<file path="config.mk">
export PLATFORM = sky130hd
export DESIGN_NAME = hex_field_formatter_unit
export DESIGN_NICKNAME = d
export VERILOG_FILES = /design/src/design/hff_pkg.sv /design/src/design/hff_digit_shifter.sv /design/src/design/hff_field_sequencer.sv /design/src/design/hex_field_formatter_unit.sv
export SDC_FILE = /design/constraint.sdc
export NUM_CORES = 1
export LEC_CHECK = 0
export BUFFER_PORTS_ARGS = -buffer_cell sky130_fd_sc_hd__buf_2
export CORE_AREA = 4 4 128 130
export DETAILED_ROUTE_END_ITERATION = 6
export DIE_AREA = 0 0 132 134
export GPL_TIMING_DRIVEN = 0
export SLEW_MARGIN = 5
export SYNTH_ARGS = -nofsm -noshare
export SYNTH_HDL_FRONTEND = slang
export SYNTH_SLANG_ARGS = --single-unit
</file>
<file path="constraint.sdc">
create_clock -name clock -period 16.1 [get_ports clock]
set_input_delay 1.61 -clock clock [delete_from_list [all_inputs] [get_ports clock]]
set_output_delay 1.61 -clock clock [all_outputs]
set_load 0.02 [all_outputs]
</file>
<file path="src/design/hff_pkg.sv">
// ----------------------------------------------------------------------------
// hff_pkg
// Shared types, constants and helpers of the hex field formatter.
// ----------------------------------------------------------------------------
`default_nettype none

package hff_pkg;

   localparam int MAX_FIELD_DEF = 64;

   localparam int REQ_TDATA_W = 56;
   localparam int RSP_TDATA_W = 16;
   localparam int IN_CNT_W    = 7;
   localparam int CHAR_W      = 7;
   localparam int NIB_CNT_W   = 4;
   localparam int SKIP_W      = 3;

   localparam logic [CHAR_W-1:0] CH_NUL   = 7'd0;
   localparam logic [CHAR_W-1:0] CH_SPACE = 7'd32;
   localparam logic [CHAR_W-1:0] CH_ZERO  = 7'd48;
   localparam logic [CHAR_W-1:0] CH_ALPHA = 7'd55;
   localparam logic [3:0]        DEC_LIMIT = 4'd10;

   typedef struct packed {
      logic              load;
      logic              shift;
      logic [SKIP_W-1:0] skip;
   } hff_shift_ctl_type;

   function automatic logic [CHAR_W-1:0] hex_char(input logic [3:0] d);
      logic [CHAR_W-1:0] base;
      base = (d >= DEC_LIMIT) ? CH_ALPHA : CH_ZERO;
      return base + {3'b000, d};
   endfunction

endpackage

`default_nettype wire

</file>
<file path="src/design/hff_digit_shifter.sv">
// ----------------------------------------------------------------------------
// hff_digit_shifter
// Nibble shift register: holds the aligned value and gives one hex
// character per shift, most significant digit first.
// ----------------------------------------------------------------------------
`default_nettype none

module hff_digit_shifter
   import hff_pkg::*;
(
   input  wire logic              clock,
   input  wire logic [31:0]       value,
   input  wire hff_shift_ctl_type ctl,
   output logic [CHAR_W-1:0]      digit_char
);

   logic [31:0] sr_ff;
   logic [31:0] sr_in;

   always_comb begin
      sr_in = sr_ff;
      if (ctl.load) begin
         sr_in = value << {ctl.skip, 2'b00};
      end else if (ctl.shift) begin
         sr_in = {sr_ff[27:0], 4'h0};
      end
   end

   always_ff @(posedge clock) begin
      sr_ff <= sr_in;
   end

   assign digit_char = hex_char(sr_ff[31:28]);

endmodule

`default_nettype wire

</file>
<file path="src/design/hff_field_sequencer.sv">
// ----------------------------------------------------------------------------
// hff_field_sequencer
// Sizes the field and steps through space, zero and digit runs, one
// character per cycle into the result register while rsp_ready does not stall it.
// ----------------------------------------------------------------------------
`default_nettype none

module hff_field_sequencer
   import hff_pkg::*;
#(
   parameter int MAX_FIELD = MAX_FIELD_DEF,
   localparam int CNT_W    = $clog2(MAX_FIELD + 1)
) (
   input  wire logic                 clock,
   input  wire logic                 reset,
   input  wire logic                 req_tvalid,
   output logic                      req_tready,
   input  wire logic [31:0]          value,
   input  wire logic [IN_CNT_W-1:0]  field_width,
   input  wire logic                 has_precision,
   input  wire logic [IN_CNT_W-1:0]  min_digits,
   input  wire logic                 left_justify,
   input  wire logic                 zero_pad,
   input  wire logic [CHAR_W-1:0]    digit_char,
   output hff_shift_ctl_type         ctl,
   output logic                      rsp_valid,
   input  wire logic                 rsp_ready,
   output logic [CHAR_W-1:0]         rsp_char,
   output logic                      rsp_empty,
   output logic                      rsp_last,
   output logic [CNT_W-1:0]          rsp_count
);

   localparam logic [1:0] ST_IDLE = 2'd0;
   localparam logic [1:0] ST_PREP = 2'd1;
   localparam logic [1:0] ST_EMIT = 2'd2;

   localparam logic [IN_CNT_W-1:0] MAX_IN = IN_CNT_W'(MAX_FIELD);
   localparam logic [CNT_W-1:0]    ONE    = CNT_W'(1);

   logic [1:0]           state_ff, state_in;
   logic [CNT_W-1:0]     w_ff, w_in, p_ff, p_in;
   logic [NIB_CNT_W-1:0] nd_ff, nd_in;
   logic                 prec_ff, prec_in, left_ff, left_in, zflag_ff, zflag_in;
   logic [CNT_W-1:0]     sp_ff, sp_in, zr_ff, zr_in, rem_ff, rem_in, tot_ff, tot_in;
   logic [NIB_CNT_W-1:0] dg_ff, dg_in;
   logic                 valid_ff, valid_in;
   logic [CHAR_W-1:0]    char_ff, char_in;
   logic                 empty_ff, empty_in, last_ff, last_in;
   logic [CNT_W-1:0]     count_ff, count_in;

   logic                 accept, out_free;
   logic [NIB_CNT_W-1:0] nd_calc;
   logic [SKIP_W-1:0]    skip_calc;
   logic [CNT_W-1:0]     nd_ext, zeros_calc, body_calc, spaces_calc;

   assign req_tready = (state_ff == ST_IDLE);
   assign accept     = req_tready && req_tvalid;
   assign out_free   = !valid_ff || rsp_ready;

   always_comb begin
      nd_calc   = NIB_CNT_W'(1);
      skip_calc = SKIP_W'(7);
      for (int i = 0; i < 8; i++) begin
         if (value[4*i +: 4] != 4'h0) begin
            nd_calc   = NIB_CNT_W'(i + 1);
            skip_calc = SKIP_W'(7 - i);
         end
      end
      if (has_precision && (min_digits == '0) && (value == '0)) begin
         nd_calc = '0;
      end
   end

   always_comb begin
      nd_ext     = CNT_W'(nd_ff);
      zeros_calc = '0;
      if (prec_ff) begin
         if (p_ff > nd_ext) begin
            zeros_calc = p_ff - nd_ext;
         end
      end else if (zflag_ff && !left_ff) begin
         if (w_ff > nd_ext) begin
            zeros_calc = w_ff - nd_ext;
         end
      end
      body_calc   = nd_ext + zeros_calc;
      spaces_calc = (w_ff > body_calc) ? (w_ff - body_calc) : '0;
   end

   always_comb begin
      state_in = state_ff;
      w_in     = w_ff;
      p_in     = p_ff;
      nd_in    = nd_ff;
      prec_in  = prec_ff;
      left_in  = left_ff;
      zflag_in = zflag_ff;
      sp_in    = sp_ff;
      zr_in    = zr_ff;
      dg_in    = dg_ff;
      rem_in   = rem_ff;
      tot_in   = tot_ff;
      valid_in = valid_ff && !rsp_ready;
      char_in  = char_ff;
      empty_in = empty_ff;
      last_in  = last_ff;
      count_in = count_ff;
      ctl      = '{load: accept, shift: 1'b0, skip: skip_calc};

      unique case (state_ff)
         ST_IDLE: begin
            if (accept) begin
               w_in     = (field_width > MAX_IN) ? CNT_W'(MAX_FIELD)
                                                 : CNT_W'(field_width);
               p_in     = (min_digits > MAX_IN) ? CNT_W'(MAX_FIELD)
                                                : CNT_W'(min_digits);
               nd_in    = nd_calc;
               prec_in  = has_precision;
               left_in  = left_justify;
               zflag_in = zero_pad;
               state_in = ST_PREP;
            end
         end
         ST_PREP: begin
            sp_in    = spaces_calc;
            zr_in    = zeros_calc;
            dg_in    = nd_ff;
            rem_in   = spaces_calc + body_calc;
            tot_in   = spaces_calc + body_calc;
            state_in = ST_EMIT;
         end
         ST_EMIT: begin
            if (out_free) begin
               valid_in = 1'b1;
               empty_in = 1'b0;
               count_in = '0;
               last_in  = 1'b0;
               if (rem_ff == '0) begin
                  char_in  = CH_NUL;
                  empty_in = 1'b1;
                  last_in  = 1'b1;
                  state_in = ST_IDLE;
               end else begin
                  rem_in = rem_ff - ONE;
                  if (!left_ff && (sp_ff != '0)) begin
                     char_in = CH_SPACE;
                     sp_in   = sp_ff - ONE;
                  end else if (zr_ff != '0) begin
                     char_in = CH_ZERO;
                     zr_in   = zr_ff - ONE;
                  end else if (dg_ff != '0) begin
                     char_in   = digit_char;
                     dg_in     = dg_ff - NIB_CNT_W'(1);
                     ctl.shift = 1'b1;
                  end else begin
                     char_in = CH_SPACE;
                     sp_in   = sp_ff - ONE;
                  end
                  if (rem_ff == ONE) begin
                     last_in  = 1'b1;
                     count_in = tot_ff;
                     state_in = ST_IDLE;
                  end
               end
            end
         end
         default: begin
            state_in = ST_IDLE;
         end
      endcase
   end

   always_ff @(posedge clock) begin
      if (reset) begin
         state_ff <= ST_IDLE;
         valid_ff <= 1'b0;
      end else begin
         state_ff <= state_in;
         valid_ff <= valid_in;
      end
   end

   always_ff @(posedge clock) begin
      w_ff     <= w_in;
      p_ff     <= p_in;
      nd_ff    <= nd_in;
      prec_ff  <= prec_in;
      left_ff  <= left_in;
      zflag_ff <= zflag_in;
      sp_ff    <= sp_in;
      zr_ff    <= zr_in;
      dg_ff    <= dg_in;
      rem_ff   <= rem_in;
      tot_ff   <= tot_in;
      char_ff  <= char_in;
      empty_ff <= empty_in;
      last_ff  <= last_in;
      count_ff <= count_in;
   end

   assign rsp_valid = valid_ff;
   assign rsp_char  = char_ff;
   assign rsp_empty = empty_ff;
   assign rsp_last  = last_ff;
   assign rsp_count = count_ff;

endmodule

`default_nettype wire

</file>
<file path="src/design/hex_field_formatter_unit.sv">
// ----------------------------------------------------------------------------
// hex_field_formatter_unit
// Formats a 32-bit value as a padded upper-case hex field, one character
// per output word.
// ----------------------------------------------------------------------------
//  channel   dir   handshake              payload
//  req_*     in    req_tvalid/req_tready  value, width, precision, flags
//  rsp_*     out   rsp_tvalid/rsp_tready  character, count; tuser empty; tlast
//
//  An item passes through the accept, sizing and emit states of the
//  sequencer; the emit state gives the characters one by one through the
//  single character path of the sequencer and the nibble shift register.
//  The next word is taken in the cycle after the last character is
//  registered. A stalled rsp_tready holds the sequence; reset empties the
//  result register and returns to idle.
// ----------------------------------------------------------------------------
`default_nettype none

module hex_field_formatter_unit
   import hff_pkg::*;
#(
   parameter int MAX_FIELD = MAX_FIELD_DEF
) (
   input  wire logic                   clock,
   input  wire logic                   reset,
   input  wire logic                   req_tvalid,
   output logic                        req_tready,
   // value[31:0], field_width[38:32], has_precision[39], min_digits[46:40],
   // left_justify[47], zero_pad[48], zero fill[55:49]
   input  wire logic [REQ_TDATA_W-1:0] req_tdata,
   output logic                        rsp_tvalid,
   input  wire logic                   rsp_tready,
   // character[6:0], total_count[13:7], zero fill[15:14]
   output logic [RSP_TDATA_W-1:0]      rsp_tdata,
   // empty_res[0]
   output logic                        rsp_tuser,
   output logic                        rsp_tlast
);

   localparam int CNT_W = $clog2(MAX_FIELD + 1);

   hff_shift_ctl_type ctl;
   logic [CHAR_W-1:0] digit_char;
   logic [CHAR_W-1:0] rsp_char;
   logic [CNT_W-1:0]  rsp_count;

   hff_field_sequencer #(
      .MAX_FIELD(MAX_FIELD)
   ) u_seq (
      .clock        (clock),
      .reset        (reset),
      .req_tvalid   (req_tvalid),
      .req_tready   (req_tready),
      .value        (req_tdata[31:0]),
      .field_width  (req_tdata[38:32]),
      .has_precision(req_tdata[39]),
      .min_digits   (req_tdata[46:40]),
      .left_justify (req_tdata[47]),
      .zero_pad     (req_tdata[48]),
      .digit_char   (digit_char),
      .ctl          (ctl),
      .rsp_valid    (rsp_tvalid),
      .rsp_ready    (rsp_tready),
      .rsp_char     (rsp_char),
      .rsp_empty    (rsp_tuser),
      .rsp_last     (rsp_tlast),
      .rsp_count    (rsp_count)
   );

   hff_digit_shifter u_dig (
      .clock     (clock),
      .value     (req_tdata[31:0]),
      .ctl       (ctl),
      .digit_char(digit_char)
   );

   assign rsp_tdata = {2'b00, IN_CNT_W'(rsp_count), rsp_char};

endmodule

`default_nettype wire

</file>
# Word level (Yosys, flattened, before mapping)
# Cells that the tools add are included.
# W data, S select, Z words.
dict set report op_classes {
  add_sub_neg 10
  order_cmp 6
  n_eq_ne 13
  n_shift 1
  n_mux 60
  bitwise_logic 2
  n_reduce_logical 37
}
# operator count
set op_table {}
lappend op_table {{$mux W7} 16}
lappend op_table {{$mux W32} 2}
lappend op_table {{$pmux W7 S2} 3}
lappend op_table {{$logic_not A32 Y1} 1}
lappend op_table {{$reduce_bool A4 Y1} 8}
lappend op_table {{$shl A32 B5 Y32} 1}
lappend op_table {{$mux W3} 9}
lappend op_table {{$mux W4} 6}
lappend op_table {{$sub A7 B1 Y7 const B} 3}
lappend op_table {{$mux W6} 3}
lappend op_table {{$mux W2} 8}
lappend op_table {{$gt A7 B4 Y1} 2}
lappend op_table {{$gt A7 B7 Y1 const B} 2}
lappend op_table {{$logic_not A7 Y1} 2}
lappend op_table {{$reduce_bool A7 Y1} 2}
lappend op_table {{$sub A7 B4 Y7} 2}
lappend op_table {{$mux W1} 11}
lappend op_table {{$reduce_and A5 Y1} 2}
lappend op_table {{$ne A2 B2 Y1 const B} 4}
lappend op_table {{$pmux W4 S2} 1}
lappend op_table {{$add A4 B7 Y7} 1}
lappend op_table {{$add A6 B4 Y7} 1}
lappend op_table {{$add A7 B7 Y7} 1}
lappend op_table {{$eq A7 B1 Y1 const B} 1}
lappend op_table {{21 further kinds} 37}
dict set report totals {
  regBits 104
  inputBits 60
  out_inout_bits 20
  elab_cells 150
}

# Longest topological paths before layout
dict set report logic_depth {
  word_depth 10
  depth_mapped 30
  depth_no_buf 30
}

# By module
# From an unflattened synthesis, not the netlist that was laid out.
dict set report hier_totals {
  hier_cells 635
  area_unflattened_um2 6909.1
}
# module instances cells_each area_per_inst_um2 seq_area_each_um2
set modules_own_cells {}
lappend modules_own_cells {hff_field_sequencer 1 450 4636.9 2132.0}
lappend modules_own_cells {hff_digit_shifter 1 182 2253.4 960.9}
lappend modules_own_cells {hex_field_formatter_unit 1 3 18.8 0.0}

# Least setup slack after synthesis
# OpenSTA, ideal clock, no wires.
dict set report synth_timing {
  path_kind {register to register}
  start {register u_seq.nd_ff[1]}
  end {register u_seq.rem_ff[6], data pin}
  setup_ns 0.262
  arrival_time_ns 5.384
  t_required_ns 15.838
  setup_slack_ns 10.454
  path_stages_with_launch 30
  n_path_buf 0
  period_less_slack_ns 5.646
  path_cell_list {edfxtp_1 -> inv_1 -> ha_1 -> and4_1 -> o21ai_0 -> a21oi_1 -> inv_1 -> a21oi_1 -> inv_1 -> ha_1 -> a21o_1 -> a21oi_1 -> xnor2_1 -> inv_1 -> ha_1 -> o21a_1 -> o31a_1 -> o31ai_1 -> a21o_1 -> nor2_1 -> ha_1 -> fa_1 -> a21oi_1 -> nor2_1 -> nor2_1 -> o21bai_1 -> a21oi_1 -> xnor2_1 -> xnor2_1 -> mux2_1}
}
dict set report synth_between {
  elab_chain_len 9
  elab_cells_between_ends 14
  classes_between {5 x add/sub; 3 x order compare; 6 x mux}
}
# element line_no
set synth_rtl {}
lappend synth_rtl {{start, declared} hff_field_sequencer.sv:43} ;# logic [NIB_CNT_W-1:0] nd_ff, nd_in;
lappend synth_rtl {{start signal, assigned} hff_field_sequencer.sv:187} ;# nd_ff <= nd_in;
lappend synth_rtl {{$sub A7 B4 Y7 / $gt A7 B4 Y1 (equally long branches)} {hff_field_sequencer.sv:84, hff_field_sequencer.sv:83}}
lappend synth_rtl {{$mux W7} hff_field_sequencer.sv:83} ;# if (w_ff > nd_ext) begin
lappend synth_rtl {{$mux W7} hff_field_sequencer.sv:82} ;# end else if (zflag_ff && !left_ff) begin
lappend synth_rtl {{$mux W7} hff_field_sequencer.sv:78} ;# if (prec_ff) begin
lappend synth_rtl {{$add A4 B7 Y7 (*)} hff_field_sequencer.sv:87} ;# body_calc = nd_ext + zeros_calc;
lappend synth_rtl {{$sub A7 B7 Y7 / $gt A7 B7 Y1 (equally long branches)} hff_field_sequencer.sv:88} ;# spaces_calc = (w_ff > body_calc) ? (w_ff - body_calc) : '0;
lappend synth_rtl {{$mux W7} hff_field_sequencer.sv:88}
lappend synth_rtl {{$add A7 B7 Y7 (*)} hff_field_sequencer.sv:129} ;# rem_in = spaces_calc + body_calc;
lappend synth_rtl {{$pmux W7 S2 (*)} hff_field_sequencer.sv:111} ;# unique case (state_ff)
lappend synth_rtl {{net u_seq.rem_in[6]} hff_field_sequencer.sv:45} ;# logic [CNT_W-1:0] sp_ff, sp_in, zr_ff, zr_in, rem_ff, rem_in, tot_ff, tot_in;
lappend synth_rtl {{end signal, assigned} hff_field_sequencer.sv:194} ;# rem_ff <= rem_in;
lappend synth_rtl {{end, declared} hff_field_sequencer.sv:45}
# Mark *: on every way through the listed nets, which the timed path passes. The rest lies on a longest branch.
# A chain may end at the register's enable or synchronous reset.

# Worst setup path after layout
# Ends and elaborated chain as after synthesis.

==> metrics <==
Final ANT Viol Nets 0; Slew HR 0.448; max_cap viols 0; die width 132 µm; top cell type's share of synthesized area 0.452; area delta synth->final 13.5%; Slew Limit Fails 0; post-route minimum period 6.62 ns; Setup CP Type register to register; met2 routed WL 6850 µm; register area 3090 µm²; cts hold-fix bufs 0; drt first pass iters 5; WHS Path Cells 1; Synth Flop Type edfxtp_1; H-tree levels 3; commonest cells after routing, fill and taps aside 101 x edfxtp_1, 73 x buf_2, 57 x nor2_1; post-synth cell types 63; reg2reg start u_seq.nd_ff[1]; Routed WL per cell 17.5 µm; Critical Path Fanout Max 8; Clock power frac 0.229; Clock transition at path regs 0.07 ns; DP HPWL 12,500 µm; Clock Path Buffers 2; Leak 2.98 nW; power per cell area 132 nW/µm²; height of the die 134 µm; reg2reg path depth 29; fin crit share 0.411; wire length of the first global-routing pass 25,700 µm; most frequent cell on the critical path a21oi_1; Diodes inserted 0; final net count 816; Mapped Area 6700 µm²; Initial Util 0.443; row count 45; via/cell ratio 5.61; total gr overflow 0; RSZ-0062 raised after global routing no; area occupied by multi-input gates 3330 µm²; met3 WL 960 µm; CP Data Required Time 16.20 ns; RR Endpoint u_seq.rem_ff[6]; Synth warnings 0; Setup Skew 0.00574 ns; Clk Latency, worst-skew pair 0.35 ns; CTS tree yes; switching pwr 342 µW; TNS Setup 0 ns; commonest non-fill, non-tap cell in the layout edfxtp_1; number of fill cells 1,396; max layer used met4; Async S/R FF share, synth 0; Core ar. 15,100 µm²; Hold Path Class register to register; outcome finished, final reports clean; Root Driver clkbuf_16; routability cong. 0.943; slowest CP cell edfxtp_1; DRC viols 0; Hold EP u_seq.rsp_count[3]; CTS sink cnt 104; total clock buffers created by CTS 9; Hold Vio Cnt, Final 0; starting DRC count in detailed routing 282; Net Sw Frac 0.340; Logic pwr share 0.370; mean post-synth cell area 10.6 µm²; ranking of synthesized cells by area edfxtp_1 45%, ha_1 6.9%, a21oi_1 4.0%; Worst path max stage delay 0.47 ns; Hold Path Origin u_seq.tot_ff[3]; die footprint 17,700 µm²; initial antenna violation count 0; Placement Setup Slack 9.47 ns; Int Power 665 µW; Synth area leader edfxtp_1; IO Pins 80; Post-Syn Instances 631; CP arrival 6.72 ns; CP startpoint kind register; CTS resizes 0; sequential share of the synthesized area 0.461; Worst setup EP type register; port bufs 70; Worst VDD drop 0.0600 mV; Setup WS post-layout 9.48 ns; final setup fails 0; synthesized flop and latch total 104; Seq pwr share 0.400; via count 5,079; top achievable clock speed 0.151 GHz; vias in the first global route 5,039; R2R Setup Slk 9.48 ns; EDFF count, synth 101; Post-CTS Setup Bufs 0; Slew @ Worst Pin 0.825 ns; share of layout cells above drive strength 1 0.169; Routed WL 15,900 µm; largest net degree at the start of global routing 33; Total GRT Usage 0.182; routed length on met1 7770 µm
[through the flow]
step | std cells | hold WS (ns) | instance area, µm² | total power, mW | util
after CTS | 906 | 0.521 | 7610 | 1.02 | 0.502
after detailed placement | 890 | 0.506 | 7290 | 0.784 | 0.482
after floorplan | 632 | 0.496 | 6710 | 0.679 | -
after global routing | 906 | 0.539 | 7610 | 1.08 | 0.502
final | 906 | 0.519 | 7610 | 1.01 | 0.502
after global placement | 890 | 0.504 | 7290 | 0.775 | 0.481
[cells in the mapped netlist, drive strengths merged, types with 2 or more instances]
| cell | count |
|---|---|
| a211oi | 9 |
| a21o | 6 |
| a21oi | 54 |
| a221oi | 11 |
| a22o | 3 |
| a22oi | 8 |
| a31oi | 4 |
| and2 | 13 |
| and3 | 7 |
| and3b | 2 |
| buf | 11 |
| clkbuf | 13 |
| dfxtp | 3 |
| edfxtp | 101 |
| fa | 6 |
| ha | 37 |
| inv | 35 |
| mux2 | 9 |
| mux2i | 16 |
| nand2 | 37 |
| nand2b | 10 |
| nand3 | 4 |
| nand4 | 3 |
| nor2 | 58 |
| nor2b | 21 |
| nor3 | 11 |
| nor3b | 8 |
| nor4 | 10 |
| o211ai | 5 |
| o21a | 11 |
| o21ai | 29 |
| o21bai | 5 |
| o221ai | 5 |
| o22ai | 5 |
| o31a | 3 |
| o31ai | 5 |
| or3 | 2 |
| or4 | 6 |
| xnor2 | 22 |
| xor2 | 13 |
[cells by family (layout without fill, tap and decap cells)]
logic type / after synthesis / count (layout) / share of synthesized area
other cells: 1 / 2 / 0.000559
fa+ha+maj: 43 / 43 / 0.0870
mux: 25 / 25 / 0.0390
flops: 104 / 104 / 0.461
simple gates: 194 / 194 / 0.154
compound gates: 169 / 169 / 0.169
buf+inv: 60 / 146 / 0.0435
xor+xnor: 35 / 35 / 0.0457
[per-layer routing]
layer | track usage | up-vias
li1 | - | 2509
met1 | 0.261 | 2388
met2 | 0.278 | 162
met3 | 0.0323 | 20
met4 | 0.0671 | 0
met5 | 0 | -
[worst max-delay path, delay by kind of cell, from the launching register on]
family	cells	cell delay (ns)
compound gates	12	2.45
fa+ha+maj	5	1.62
simple gates	4	0.52
xor+xnor	3	0.49
buf+inv	4	0.47
flops	1	0.47
mux	1	0.30
[registers in the layout (all words and copies together) (netlist names)]
name	cells
u_seq.rsp_empty	1
u_seq.nd_ff	4
u_seq.zr_ff	7
u_seq.prec_ff	1
u_seq.p_ff	7
u_seq.sp_ff	7
u_seq.tot_ff	7
u_seq.rsp_last	1
u_seq.rsp_count	7
u_seq.zflag_ff	1
u_seq.state_ff	2
u_seq.rsp_valid	1
u_seq.rem_ff	7
u_seq.rsp_char	7
u_seq.left_ff	1
u_seq.w_ff	7
u_dig.sr_ff	32
u_seq.dg_ff	4
[power by group through the flow]
stage / registers, mW / clock network [mW] / logic (mW)
after CTS: 0.404 / 0.236 / 0.377
after floorplan: 0.404 / 0 / 0.275
final: 0.403 / 0.231 / 0.373
after global routing: 0.409 / 0.245 / 0.426
after detailed placement: 0.410 / 0 / 0.375
after global placement: 0.408 / 0 / 0.367
[layout make-up]
cell class,instances,share of cell area
multi-input cells,468,0.437
flip-flops and latches,104,0.407
repair buffers,70,0.0460
well taps,188,0.0309
clock buffers,9,0.0296
plain buffers,24,0.0206
inverters,36,0.0178
clock inverters,7,0.0113
[how the worst max path moves through the flow]
stage | from | end | slack, ns
2_1_floorplan | u_seq.nd_ff[1] | u_seq.rem_ff[6] | 10.45
4_1_cts | u_seq.nd_ff[1] | u_seq.rem_ff[6] | 9.42
5_1_grt | u_seq.nd_ff[1] | u_seq.rem_ff[6] | 8.88
6_report | u_seq.nd_ff[1] | u_seq.rem_ff[6] | 9.48
3_3_place_gp | u_seq.nd_ff[1] | u_seq.rem_ff[6] | 9.53
3_5_place_dp | u_seq.nd_ff[1] | u_seq.rem_ff[6] | 9.47
No activity file was read; power rests on OpenSTA's default activity.
